<file path="src/hw/rtl/pds_pkg.sv">
// ----------------------------------------------------------------------------
// pds_pkg
// shared constants for the pll divider search: field widths, register
// indexes and parameter defaults
// ----------------------------------------------------------------------------
`default_nettype none

package pds_pkg;

  // parameter defaults
  localparam int unsigned POST_DIV_END_DEF  = 128;
  localparam int unsigned FB_DIV_CEIL_DEF   = 1024;
  localparam int unsigned REF_DIV_START_DEF = 128;

  // field widths
  localparam int unsigned PIX_W      = 20;
  localparam int unsigned RC_W       = 20;
  localparam int unsigned VCO_W      = 22;
  localparam int unsigned REF_OUT_W  = 8;
  localparam int unsigned FB_OUT_W   = 10;
  localparam int unsigned POST_OUT_W = 7;
  localparam int unsigned ERR_W      = 20;

  // stream word widths
  localparam int unsigned IN_DATA_W  = 24;
  localparam int unsigned OUT_DATA_W = 48;

  // configuration port
  localparam int unsigned CFG_IDX_W  = 2;
  localparam int unsigned CFG_DATA_W = 22;

  typedef enum logic [CFG_IDX_W-1:0] {
    CFG_REF_CLOCK = 2'd0,
    CFG_VCO_MIN   = 2'd1,
    CFG_VCO_MAX   = 2'd2
  } cfg_idx_e;

  localparam logic [RC_W-1:0]  REF_CLOCK_RST = RC_W'(27000);
  localparam logic [VCO_W-1:0] VCO_MIN_RST   = VCO_W'(600000);
  localparam logic [VCO_W-1:0] VCO_MAX_RST   = VCO_W'(1100000);

  localparam logic [ERR_W-1:0] ERR_MAX = {ERR_W{1'b1}};

endpackage

`default_nettype wire

</file>
<file path="src/hw/rtl/pds_div.sv">
// ----------------------------------------------------------------------------
// pds_div
// restoring divider, one quotient bit per cycle, shared by both divisions
// ----------------------------------------------------------------------------
`default_nettype none

module pds_div #(
  parameter int unsigned DW = 32,
  parameter int unsigned VW = 21
) (
  input  wire logic          clk_i,
  input  wire logic          rst_ni,
  input  wire logic          start_i,
  input  wire logic [DW-1:0] dividend_i,
  input  wire logic [VW-1:0] divisor_i,
  output logic               done_o,
  output logic [DW-1:0]      quotient_o
);

  localparam int unsigned CW = $clog2(DW + 1);

  logic [CW-1:0] cnt_d, cnt_q;
  logic          done_d, done_q;
  logic [DW-1:0] quo_d, quo_q;
  logic [VW-1:0] rem_d, rem_q;
  logic [VW-1:0] dsr_d, dsr_q;
  logic [VW:0]   trial;
  logic [VW:0]   diff;
  logic          ge;

  assign trial = {rem_q, quo_q[DW-1]};
  assign diff  = trial - {1'b0, dsr_q};
  assign ge    = trial >= {1'b0, dsr_q};

  always_comb begin
    cnt_d  = cnt_q;
    quo_d  = quo_q;
    rem_d  = rem_q;
    dsr_d  = dsr_q;
    done_d = 1'b0;
    if (start_i) begin
      cnt_d = CW'(DW);
      quo_d = dividend_i;
      rem_d = '0;
      dsr_d = divisor_i;
    end else if (cnt_q != '0) begin
      cnt_d  = cnt_q - CW'(1);
      rem_d  = ge ? diff[VW-1:0] : trial[VW-1:0];
      quo_d  = {quo_q[DW-2:0], ge};
      done_d = (cnt_q == CW'(1));
    end
  end

  always_ff @(posedge clk_i or negedge rst_ni) begin
    if (!rst_ni) begin
      cnt_q  <= '0;
      done_q <= 1'b0;
    end else begin
      cnt_q  <= cnt_d;
      done_q <= done_d;
    end
  end

  always_ff @(posedge clk_i) begin
    quo_q <= quo_d;
    rem_q <= rem_d;
    dsr_q <= dsr_d;
  end

  assign done_o     = done_q;
  assign quotient_o = quo_q;

endmodule

`default_nettype wire

</file>
<file path="src/hw/rtl/pll_divider_search_top.sv">
// ----------------------------------------------------------------------------
// pll_divider_search_top
// searches post, reference and feedback dividers for a requested pixel clock
// ----------------------------------------------------------------------------
//  channel   dir  handshake                      contents
//  s_axis    in   s_axis_tvalid_i/s_axis_tready_o  requested pixel clock
//  m_axis    out  m_axis_tvalid_o/m_axis_tready_i  found flag, dividers and error
//  cfg       in   cfg_we_i                         ref clock, vco min, vco max
//
//  one word is searched at a time; the input is ready only when idle
//  a candidate with an in-range feedback divider uses the shared DW-bit
//  divider twice (DW = 37 at default parameters), a skipped one once;
//  each post divider adds a vco check; up to 126*127 candidates per word
//  a finished result waits in the output register while the next word
//  is taken; the search holds in its last state until the slot frees
//  reset restores the register defaults and empties the output register
// ----------------------------------------------------------------------------
`default_nettype none

module pll_divider_search_top #(
  parameter int unsigned POST_DIV_END   = pds_pkg::POST_DIV_END_DEF,
  parameter int unsigned FB_DIV_CEIL    = pds_pkg::FB_DIV_CEIL_DEF,
  parameter int unsigned REF_DIV_START  = pds_pkg::REF_DIV_START_DEF
) (
  input  wire logic                            clk_i,
  input  wire logic                            rst_ni,
  input  wire logic                            s_axis_tvalid_i,
  output logic                                 s_axis_tready_o,
  // pixel_clock_khz [19:0]
  input  wire logic [pds_pkg::IN_DATA_W-1:0]   s_axis_tdata_i,
  output logic                                 m_axis_tvalid_o,
  input  wire logic                            m_axis_tready_i,
  // ref_div [7:0], fb_div [17:8], post_div [24:18], clock_error_khz [44:25]
  output logic [pds_pkg::OUT_DATA_W-1:0]       m_axis_tdata_o,
  // found [0]
  output logic                                 m_axis_tuser_o,
  input  wire logic                            cfg_we_i,
  input  wire logic [pds_pkg::CFG_IDX_W-1:0]   cfg_idx_i,
  input  wire logic [pds_pkg::CFG_DATA_W-1:0]  cfg_data_i
);

  localparam int unsigned PIX_W  = pds_pkg::PIX_W;
  localparam int unsigned RC_W   = pds_pkg::RC_W;
  localparam int unsigned VCO_W  = pds_pkg::VCO_W;
  localparam int unsigned POST_W = $clog2(POST_DIV_END);
  localparam int unsigned REF_W  = $clog2(REF_DIV_START + 1);
  localparam int unsigned FB_W   = $clog2(FB_DIV_CEIL);
  localparam int unsigned VCOP_W = PIX_W + POST_W;
  localparam int unsigned NUM1_W = VCOP_W + REF_W + 2;
  localparam int unsigned NUM2_W = FB_W + RC_W;
  localparam int unsigned DW     = (NUM1_W > NUM2_W) ? NUM1_W : NUM2_W;
  localparam int unsigned VW     = ((RC_W + 1) > (POST_W + REF_W)) ?
                                   (RC_W + 1) : (POST_W + REF_W);
  localparam int unsigned MA_W   = (VCOP_W > FB_W) ? VCOP_W : FB_W;
  localparam int unsigned MB_W0  = (RC_W > REF_W) ? RC_W : REF_W;
  localparam int unsigned MB_W   = (MB_W0 > POST_W) ? MB_W0 : POST_W;

  typedef enum logic [11:0] {
    ST_IDLE  = 12'b0000_0000_0001,
    ST_VCO   = 12'b0000_0000_0010,
    ST_VCHK  = 12'b0000_0000_0100,
    ST_MR    = 12'b0000_0000_1000,
    ST_D1S   = 12'b0000_0001_0000,
    ST_D1    = 12'b0000_0010_0000,
    ST_FBCHK = 12'b0000_0100_0000,
    ST_MF    = 12'b0000_1000_0000,
    ST_MPR   = 12'b0001_0000_0000,
    ST_D2    = 12'b0010_0000_0000,
    ST_ERR   = 12'b0100_0000_0000,
    ST_DONE  = 12'b1000_0000_0000
  } state_e;

  state_e state_d, state_q;

  // configuration registers
  logic [RC_W-1:0]  rc_q;
  logic [VCO_W-1:0] vmin_q, vmax_q;

  // search registers
  logic [PIX_W-1:0]  pix_d, pix_q;
  logic [POST_W-1:0] post_d, post_q;
  logic [REF_W-1:0]  ref_d, ref_q;
  logic [FB_W-1:0]   fb_d, fb_q;
  logic [VCOP_W-1:0] vco_d, vco_q;
  logic [DW-1:0]     prod_d, prod_q;
  logic              have_d, have_q;
  logic [DW-1:0]     best_err_d, best_err_q;
  logic [REF_W-1:0]  best_ref_d, best_ref_q;
  logic [FB_W-1:0]   best_fb_d, best_fb_q;
  logic [POST_W-1:0] best_post_d, best_post_q;

  // output register
  logic                            out_valid_d, out_valid_q;
  logic                            out_found_d, out_found_q;
  logic [pds_pkg::REF_OUT_W-1:0]   out_ref_d, out_ref_q;
  logic [pds_pkg::FB_OUT_W-1:0]    out_fb_d, out_fb_q;
  logic [pds_pkg::POST_OUT_W-1:0]  out_post_d, out_post_q;
  logic [pds_pkg::ERR_W-1:0]       out_err_d, out_err_q;

  // shared multiplier and divider
  logic [MA_W-1:0]      mul_a;
  logic [MB_W-1:0]      mul_b;
  logic [MA_W+MB_W-1:0] mul_p;
  logic                 div_start;
  logic [DW-1:0]        div_dividend;
  logic [VW-1:0]        div_divisor;
  logic                 div_done;
  logic [DW-1:0]        div_quot;

  logic          in_acc;
  logic          last_post, last_ref;
  logic [DW-1:0] pix_ext, err;
  logic          better;

  assign mul_p = mul_a * mul_b;

  pds_div #(
    .DW (DW),
    .VW (VW)
  ) u_div (
    .clk_i      (clk_i),
    .rst_ni     (rst_ni),
    .start_i    (div_start),
    .dividend_i (div_dividend),
    .divisor_i  (div_divisor),
    .done_o     (div_done),
    .quotient_o (div_quot)
  );

  assign s_axis_tready_o = (state_q == ST_IDLE);
  assign in_acc          = s_axis_tvalid_i && s_axis_tready_o;
  assign last_post       = (post_q == POST_W'(POST_DIV_END - 1));
  assign last_ref        = (ref_q == REF_W'(2));
  assign pix_ext         = DW'(pix_q);
  assign err             = (pix_ext >= div_quot) ? (pix_ext - div_quot) : (div_quot - pix_ext);
  assign better          = !have_q || (err < best_err_q);

  // configuration writes
  always_ff @(posedge clk_i or negedge rst_ni) begin
    if (!rst_ni) begin
      rc_q   <= pds_pkg::REF_CLOCK_RST;
      vmin_q <= pds_pkg::VCO_MIN_RST;
      vmax_q <= pds_pkg::VCO_MAX_RST;
    end else if (cfg_we_i) begin
      unique case (cfg_idx_i)
        pds_pkg::CFG_REF_CLOCK: rc_q   <= cfg_data_i[RC_W-1:0];
        pds_pkg::CFG_VCO_MIN:   vmin_q <= cfg_data_i[VCO_W-1:0];
        pds_pkg::CFG_VCO_MAX:   vmax_q <= cfg_data_i[VCO_W-1:0];
        default: ;
      endcase
    end
  end

  // sequencer
  always_comb begin
    state_d      = state_q;
    pix_d        = pix_q;
    post_d       = post_q;
    ref_d        = ref_q;
    fb_d         = fb_q;
    vco_d        = vco_q;
    prod_d       = prod_q;
    have_d       = have_q;
    best_err_d   = best_err_q;
    best_ref_d   = best_ref_q;
    best_fb_d    = best_fb_q;
    best_post_d  = best_post_q;
    out_valid_d  = out_valid_q && !m_axis_tready_i;
    out_found_d  = out_found_q;
    out_ref_d    = out_ref_q;
    out_fb_d     = out_fb_q;
    out_post_d   = out_post_q;
    out_err_d    = out_err_q;
    mul_a        = '0;
    mul_b        = '0;
    div_start    = 1'b0;
    div_dividend = prod_q;
    div_divisor  = '0;

    unique case (state_q)
      ST_IDLE: begin
        if (in_acc) begin
          pix_d   = s_axis_tdata_i[PIX_W-1:0];
          post_d  = POST_W'(2);
          have_d  = 1'b0;
          state_d = (rc_q == '0) ? ST_DONE : ST_VCO;
        end
      end
      ST_VCO: begin
        mul_a   = MA_W'(pix_q);
        mul_b   = MB_W'(post_q);
        prod_d  = DW'(mul_p);
        state_d = ST_VCHK;
      end
      ST_VCHK: begin
        vco_d = prod_q[VCOP_W-1:0];
        ref_d = REF_W'(REF_DIV_START);
        if (prod_q < DW'(vmin_q)) begin
          if (last_post) begin
            state_d = ST_DONE;
          end else begin
            post_d  = post_q + POST_W'(1);
            state_d = ST_VCO;
          end
        end else if (prod_q > DW'(vmax_q)) begin
          state_d = ST_DONE;
        end else begin
          state_d = ST_MR;
        end
      end
      ST_MR: begin
        mul_a   = MA_W'(vco_q);
        mul_b   = MB_W'(ref_q);
        prod_d  = DW'(mul_p);
        state_d = ST_D1S;
      end
      ST_D1S: begin
        div_start    = 1'b1;
        div_dividend = {prod_q[DW-2:0], 1'b0} + DW'(rc_q);
        div_divisor  = VW'({rc_q, 1'b0});
        state_d      = ST_D1;
      end
      ST_D1: begin
        if (div_done) begin
          state_d = ST_FBCHK;
        end
      end
      ST_FBCHK: begin
        if (div_quot == '0) begin
          if (last_post) begin
            state_d = ST_DONE;
          end else begin
            post_d  = post_q + POST_W'(1);
            state_d = ST_VCO;
          end
        end else if (div_quot >= DW'(FB_DIV_CEIL)) begin
          if (last_ref) begin
            if (last_post) begin
              state_d = ST_DONE;
            end else begin
              post_d  = post_q + POST_W'(1);
              state_d = ST_VCO;
            end
          end else begin
            ref_d   = ref_q - REF_W'(1);
            state_d = ST_MR;
          end
        end else begin
          fb_d    = div_quot[FB_W-1:0];
          state_d = ST_MF;
        end
      end
      ST_MF: begin
        mul_a   = MA_W'(fb_q);
        mul_b   = MB_W'(rc_q);
        prod_d  = DW'(mul_p);
        state_d = ST_MPR;
      end
      ST_MPR: begin
        mul_a        = MA_W'(post_q);
        mul_b        = MB_W'(ref_q);
        div_start    = 1'b1;
        div_dividend = prod_q;
        div_divisor  = VW'(mul_p);
        state_d      = ST_D2;
      end
      ST_D2: begin
        if (div_done) begin
          state_d = ST_ERR;
        end
      end
      ST_ERR: begin
        if (better) begin
          have_d      = 1'b1;
          best_err_d  = err;
          best_ref_d  = ref_q;
          best_fb_d   = fb_q;
          best_post_d = post_q;
        end
        if ((better && err == '0) || (!better && best_err_q == '0)) begin
          state_d = ST_DONE;
        end else if (last_ref) begin
          if (last_post) begin
            state_d = ST_DONE;
          end else begin
            post_d  = post_q + POST_W'(1);
            state_d = ST_VCO;
          end
        end else begin
          ref_d   = ref_q - REF_W'(1);
          state_d = ST_MR;
        end
      end
      ST_DONE: begin
        if (!out_valid_q || m_axis_tready_i) begin
          out_valid_d = 1'b1;
          out_found_d = have_q;
          if (have_q) begin
            out_ref_d  = pds_pkg::REF_OUT_W'(best_ref_q);
            out_fb_d   = pds_pkg::FB_OUT_W'(best_fb_q);
            out_post_d = pds_pkg::POST_OUT_W'(best_post_q);
            out_err_d  = (best_err_q > DW'(pds_pkg::ERR_MAX)) ? pds_pkg::ERR_MAX :
                         best_err_q[pds_pkg::ERR_W-1:0];
          end else begin
            out_ref_d  = '0;
            out_fb_d   = '0;
            out_post_d = '0;
            out_err_d  = '0;
          end
          state_d = ST_IDLE;
        end
      end
      default: state_d = ST_IDLE;
    endcase
  end

  always_ff @(posedge clk_i or negedge rst_ni) begin
    if (!rst_ni) begin
      state_q     <= ST_IDLE;
      out_valid_q <= 1'b0;
      have_q      <= 1'b0;
      post_q      <= POST_W'(2);
      ref_q       <= REF_W'(REF_DIV_START);
    end else begin
      state_q     <= state_d;
      out_valid_q <= out_valid_d;
      have_q      <= have_d;
      post_q      <= post_d;
      ref_q       <= ref_d;
    end
  end

  always_ff @(posedge clk_i) begin
    pix_q       <= pix_d;
    fb_q        <= fb_d;
    vco_q       <= vco_d;
    prod_q      <= prod_d;
    best_err_q  <= best_err_d;
    best_ref_q  <= best_ref_d;
    best_fb_q   <= best_fb_d;
    best_post_q <= best_post_d;
    out_found_q <= out_found_d;
    out_ref_q   <= out_ref_d;
    out_fb_q    <= out_fb_d;
    out_post_q  <= out_post_d;
    out_err_q   <= out_err_d;
  end

  assign m_axis_tvalid_o = out_valid_q;
  assign m_axis_tuser_o  = out_found_q;
  assign m_axis_tdata_o  = pds_pkg::OUT_DATA_W'({out_err_q, out_post_q, out_fb_q, out_ref_q});

endmodule

`default_nettype wire
</file>
<file path="config.mk">
export PLATFORM = sky130hd
export DESIGN_NAME = pll_divider_search_top
export DESIGN_NICKNAME = d
export VERILOG_FILES = /design/src/hw/rtl/pds_pkg.sv /design/src/hw/rtl/pds_div.sv /design/src/hw/rtl/pll_divider_search_top.sv
export SDC_FILE = /design/constraint.sdc
export NUM_CORES = 2
export LEC_CHECK = 0
export BUFFER_PORTS_ARGS = -buffer_cell sky130_fd_sc_hd__clkbuf_2
export CAP_MARGIN = 40
export CORE_MARGIN = 3
export CORE_UTILIZATION = 59
export DETAILED_ROUTE_END_ITERATION = 12
export GPL_TIMING_DRIVEN = 1
export PLACE_DENSITY = 0.76
export SLEW_MARGIN = 20
export SYNTH_ARGS = -nofsm -noshare
export SYNTH_HDL_FRONTEND = slang
export SYNTH_HIERARCHICAL = 1
export SYNTH_SLANG_ARGS = --single-unit
</file>
<file path="constraint.sdc">
create_clock -name clk_i -period 13.1 [get_ports clk_i]
set_input_delay 2.62 -clock clk_i [delete_from_list [all_inputs] [get_ports clk_i]]
set_output_delay 2.62 -clock clk_i [all_outputs]
set_load 0.01 [all_outputs]
</file>
# Word level (Yosys, flattened, before mapping)

Index checks and enable logic that the tools add are counted.

RAM bits: 0
Logic and storage cells: 150
ROM bits: 0
Register bits after elaboration: 381
Memories: 0
Latch bits: 0
Input port bits: 53
Output and inout bits: 51

$add $sub $neg: 7
Bitwise operators: 2
Div/mod/pow operators: 0
$mul: 1
Reduce and logical (&&, ||, !) cells: 35
Shift-type cells: 0
Eq/ne operators: 27
Muxes and demuxes: 45
Order comparisons: 7

Operator list:

| kind                                                                                   | number |
|---|---|
| 37-bit 2-to-1 mux                                                                      | 4 |
| 12-bit 2-to-1 mux                                                                      | 12 |
| 12-bit case mux with 12 select lines                                                   | 1 |
| 37-bit logical NOT                                                                     | 3 |
| 27-bit case mux with 4 select lines                                                    | 1 |
| 20-bit case mux with 3 select lines                                                    | 1 |
| 7-bit 2-to-1 mux                                                                       | 7 |
| 21-bit case mux with 2 select lines                                                    | 1 |
| 37-bit by 20-bit adder with 37-bit output                                              | 1 |
| 20-bit by 37-bit greater-or-equal comparator with 1-bit output                         | 1 |
| 37-bit by 11-bit greater-or-equal comparator with 1-bit output (second input constant) | 1 |
| 37-bit by 20-bit greater-than comparator with 1-bit output (second input constant)     | 1 |
| 37-bit by 22-bit greater-than comparator with 1-bit output                             | 1 |
| 37-bit by 22-bit less-than comparator with 1-bit output                                | 1 |
| 37-bit less-than comparator                                                            | 1 |
| 27-bit by 20-bit multiplier with 37-bit output                                         | 1 |
| 20-bit by 37-bit subtractor with 37-bit output                                         | 1 |
| 37-bit by 20-bit subtractor with 37-bit output                                         | 1 |
| 8-bit 2-to-1 mux                                                                       | 4 |
| 7-bit case mux with 4 select lines                                                     | 1 |
| 8-bit case mux with 3 select lines                                                     | 1 |
| 22-bit by 21-bit greater-or-equal comparator with 1-bit output                         | 1 |
| 21-bit 2-to-1 mux                                                                      | 1 |
| 21-bit subtractor                                                                      | 1 |
| 43 further kinds                                                                       | 75 |

# Longest topological paths before layout

Depth after elaboration: 9
Gate-level depth with buffers: 39
Depth with buffers taken out: 37

# Modules after synthesis

The synthesis kept the hierarchy.

By module, submodules not included:

| module                 | cells each | instances | area each (um^2) | seq. area each (um^2) |
|---|---|---|---|---|
| pll_divider_search_top | 3354       | 1         | 32213.4          | 8425.6 |
| pds_div                | 404        | 1         | 4609.4           | 2337.2 |

# Least setup slack after synthesis

No wires, ideal clock.

Path type: register to register
Start: register state_q[9]
End: register prod_q[36] (data pin)
Data required time: 12.841 ns
Clock period less this slack: 9.064 ns
Setup slack: 4.036 ns
Data arrival time: 8.805 ns
Setup time: 0.259 ns
Stages on the path, launching flop included: 38
Path buffers: 3
Cell sequence: dfrtp_1 > nor2_1 > nand2_1 > nor2_1 > nand2_1 > nor3b_1 > nand2b_1 > clkbuf_1 > nand2_1 > and2_1 > clkbuf_1 > clkbuf_1 > nor2_1 > fa_1 > fa_1 > inv_1 > fa_1 > inv_1 > [2 not listed] > fa_1 > inv_1 > fa_1 > inv_1 > ha_1 > a21o_1 > a21o_1 > a21o_1 > a21o_1 > a21o_1 > o21ai_0 > a21oi_1 > a21o_1 > a21oi_1 > o21ai_0 > a31oi_1 > o21ai_0 > xnor2_1

Longest elaborated chain between the ends: 4
Elaborated cells between the ends (all ways): 8
Classes of those cells: 1 x mul; 4 x eq/ne; 2 x mux; 1 x reduce/logical

RTL lines:

| element                                                                                                            | line                          | source |
|---|---|---|
| start: declaration                                                                                                 | pll_divider_search_top.sv:73  | `state_e state_d, state_q;` |
| start signal: assignment                                                                                           | pll_divider_search_top.sv:325 | `state_q <= state_d;` |
| 12-bit by 9-bit equality test with 1-bit output or 12-bit by 4-bit equality test with 1-bit output (tied branches) | pll_divider_search_top.sv:180 | `unique case (state_q)` |
| 2-bit OR reduction (no line)                                                                                       | n/a                           |  |
| 20-bit case mux with 3 select lines                                                                                | pll_divider_search_top.sv:180 |  |
| 27-bit by 20-bit multiplier with 37-bit output (*)                                                                 | pll_divider_search_top.sv:115 | `assign mul_p = mul_a * mul_b;` |
| via mul_p[36]                                                                                                      | pll_divider_search_top.sv:103 | `logic [MA_W+MB_W-1:0] mul_p;` |
| end signal: assignment                                                                                             | pll_divider_search_top.sv:337 | `prod_q <= prod_d;` |
| end: declaration                                                                                                   | pll_divider_search_top.sv:85  | `logic [DW-1:0] prod_d, prod_q;` |

The timed path passes the listed nets; every way through them passes the cells marked *.
A chain may end at the register's enable or synchronous reset.

# Final worst setup path

Same ends and word-level chain as after synthesis.

==> flow_summary.toml <==
[outcome]
status = "completed"

[timing]
rsz0062_at_grt = "no"
worst_slew_margin_rel = 0.422
fin_ws_ps = 2640
finalSetupTns_ps = 0
holdWs_ps = 477
finalHoldViolCount = 0
fin_skew_ps = 22.4
tightest_slew_ps = 857
setup_viol = 0
slew_viol_final = 0
finalCritPeriodShare = 0.799
period_minus_slack_ps = 10460
fmax_mhz = 95.6

[worst_setup_path]
ff2ff_path_depth = 32
r2r_slack_ps = 2640
crit_slowest_cell = "a2111oi_0"
slowest_delay_ps = 770
rr_endpoint = "prod_q[36]"
cp-start-kind = "register"
r2r_start = "state_q[9]"
cp_max_fo = 55
crit_top_cell = "fa_1"
critPathBufInv = 5
cp-end-kind = "register"
crit_required_ps = 13440
cp.arrival_ps = 10800
crit_type = "reg -> reg"
crit_family = "adder cells"

[detailed_routing]
ant_nets = 0
wl_um = 97000
dr.pass1.iters = 6
drt_iter0_drc = 2677
vias = 28100
viasPerCell = 5.84
wl_per_cell_um = 20.1
drc = 0

[synth]
synthArstFlopShare = 0.262
synth_edf_count = 260
seq_area_frac_synth = 0.292
synth_cells = 3758
synth_ff_type = "edfxtp_1"
synth.area.mux_share = 0.0361
yosysWarnings = 6
synth-xor-area-share = 0.0269
synthSimpleGateAreaFrac = 0.139
synth-seq-cells = 381
netlist_area_um2 = 36800
avgSynthCellArea_um2 = 9.80
synth_compound_gate_area_share = 0.113
yosys.cell_types.count = 96
synth_top_family_by_area = "adder cells"
synthAdderAreaFrac = 0.313

[clock_tree]
cts_resized = 0
post-cts-setup-buffers = 0
clock_latency_ps = 600
cts_tree = "done"
clock-sinks = 381
clk_pin_slew_ps = 60
ctsHoldBuffers = 0
cts-htree-levels = 2
cts_inserted_buffers = 43
cts_root_buffer = "clkbuf_16"
clk_path_buf_depth = 3

[global_route]
antenna_found_initial = 3
grt_start_max_net_pins = 73
grt.overflow.total = 0
grt_first_pass_wirelength_um = 155000
first_global_vias = 27800
grt_usage = 0.300

[finish]
layout_commonest_cell = "inv_1"
layout.nets = 4686
final_cell_mix = "inv_1, fa_1, nand2_1"
drive_gt1_frac = 0.0930
syn_to_final_growth_pct = 9.32
antenna_cells = 0
utilization = 0.660

[hold_path]
hp-class = "reg -> reg"
hold_end = "u_div/rem_q[6]"
min_path_cells = 2
min_from = "u_div/rem_q[6]"

[floorplanning]
rows = 90
core_region_area_um2 = 61000
initial_utilization = 0.603
die_h_um = 256
die_x_um = 256
die_area_um2 = 65400
io_pins = 104

[place]
gp_congestion = 0.973
dp_hpwl_um = 77800
numPortBuffers = 96
pre_cts_slack_ps = 2860

[power_and_ir_drop]
leakage_nw = 18.7
power_mw = 7.51
irDropWorstVdd_v = 0.000300
p_per_area_nw_per_um2 = 187

[flow_run]
max-cap-violations = 0
[report_power, final]
group | leakage, nW | internal [mW] | total (mW) | switching [mW]
Clock | 0.726 | 0.747 | 1.28 | 0.530
Sequential | 3.81 | 1.69 | 2.01 | 0.315
Combinational | 14.1 | 1.76 | 4.22 | 2.46
[routing by layer]
layer	wire [µm]	share of wire	track usage	vias to the layer above
met5	34	0.00035	0	-
met4	4750	0.049	0.124	4
met3	9670	0.10	0.0649	241
met2	43100	0.44	0.464	1246
met1	39500	0.41	0.415	13900
li1	-	-	-	12800
[Yosys cell counts (all sizes together), types with 18 or more instances]
master / count / area, µm²
inv: 648 / 2430
fa: 407 / 8150
nand2: 359 / 1350
nor2: 298 / 1120
ha: 270 / 3380
edfxtp: 260 / 7810
o21ai: 146 / 731
a21oi: 135 / 679
clkbuf: 101 / 379
mux2: 101 / 1140
dfrtp: 74 / 1850
a21o: 71 / 533
xnor2: 71 / 622
and2: 69 / 432
nand3: 62 / 333
nor3: 50 / 255
o21a: 46 / 345
nor4: 43 / 327
xor2: 42 / 368
a22oi: 35 / 263
a22o: 31 / 272
nand4: 31 / 194
and3: 28 / 175
buf: 27 / 138
dfstp: 26 / 683
nor2b: 25 / 156
or3: 25 / 161
nand2b: 24 / 150
a211oi: 21 / 168
dfxtp: 21 / 420
mux2i: 19 / 190
o31ai: 18 / 140
[stage by stage]
| step | area, µm² | instances |
|---|---|---|
| floorplan | 37400 | 3908 |
| detailed placement | 38700 | 4735 |
| CTS | 40200 | 4815 |
| finish | 40300 | 4819 |
| global placement | 38600 | 4729 |
| global route | 40300 | 4819 |
[worst min-delay path: stages (launching register included)]
cell and delay (ps):
dfxtp_1 320, nand2_1 60, o21ai_1 50
[registers in the layout, indices dropped and copies added, names as in the netlist, 12 cells and up]
register,count
u_div/rem_q,21
prod_q,37
pix_q,20
vco_q,27
out_err_q,20
best_err_q,37
state_q,12
rc_q,20
u_div/quotient_o,37
u_div/dsr_q,21
vmin_q,22
vmax_q,22
[worst max path at each step]
stage | from | to | depth (start not counted)
floorplan | state_q[9] | prod_q[36] | 37
global placement | state_q[9] | prod_q[36] | 32
detailed placement | state_q[9] | prod_q[36] | 32
CTS | state_q[9] | prod_q[36] | 32
global route | state_q[9] | prod_q[36] | 32
finish | state_q[9] | prod_q[36] | 32
[logic make-up (layout without fill, tap and decap cells)]
| logic type | Yosys count | after routing |
|---|---|---|
| and+or+nand+nor | 1071 | 1071 |
| buffers and inverters | 776 | 859 |
| adders and majority gates | 677 | 677 |
| AOI/OAI and AO/OA | 618 | 618 |
| DFF | 381 | 381 |
| muxes | 120 | 120 |
| xor gates and xnor gates | 113 | 113 |
| other | 2 | 152 |
[final cells by class]
type / count / area, µm²
clock buffer: 56 / 1140
clock inverter: 24 / 337
fill: 4945 / 20800
inverter: 648 / 2430
multi-input combinational: 2751 / 23700
sequential: 381 / 10800
tap: 828 / 1040
timing repair buffer: 131 / 833
No activity file was read; power rests on OpenSTA's default activity.
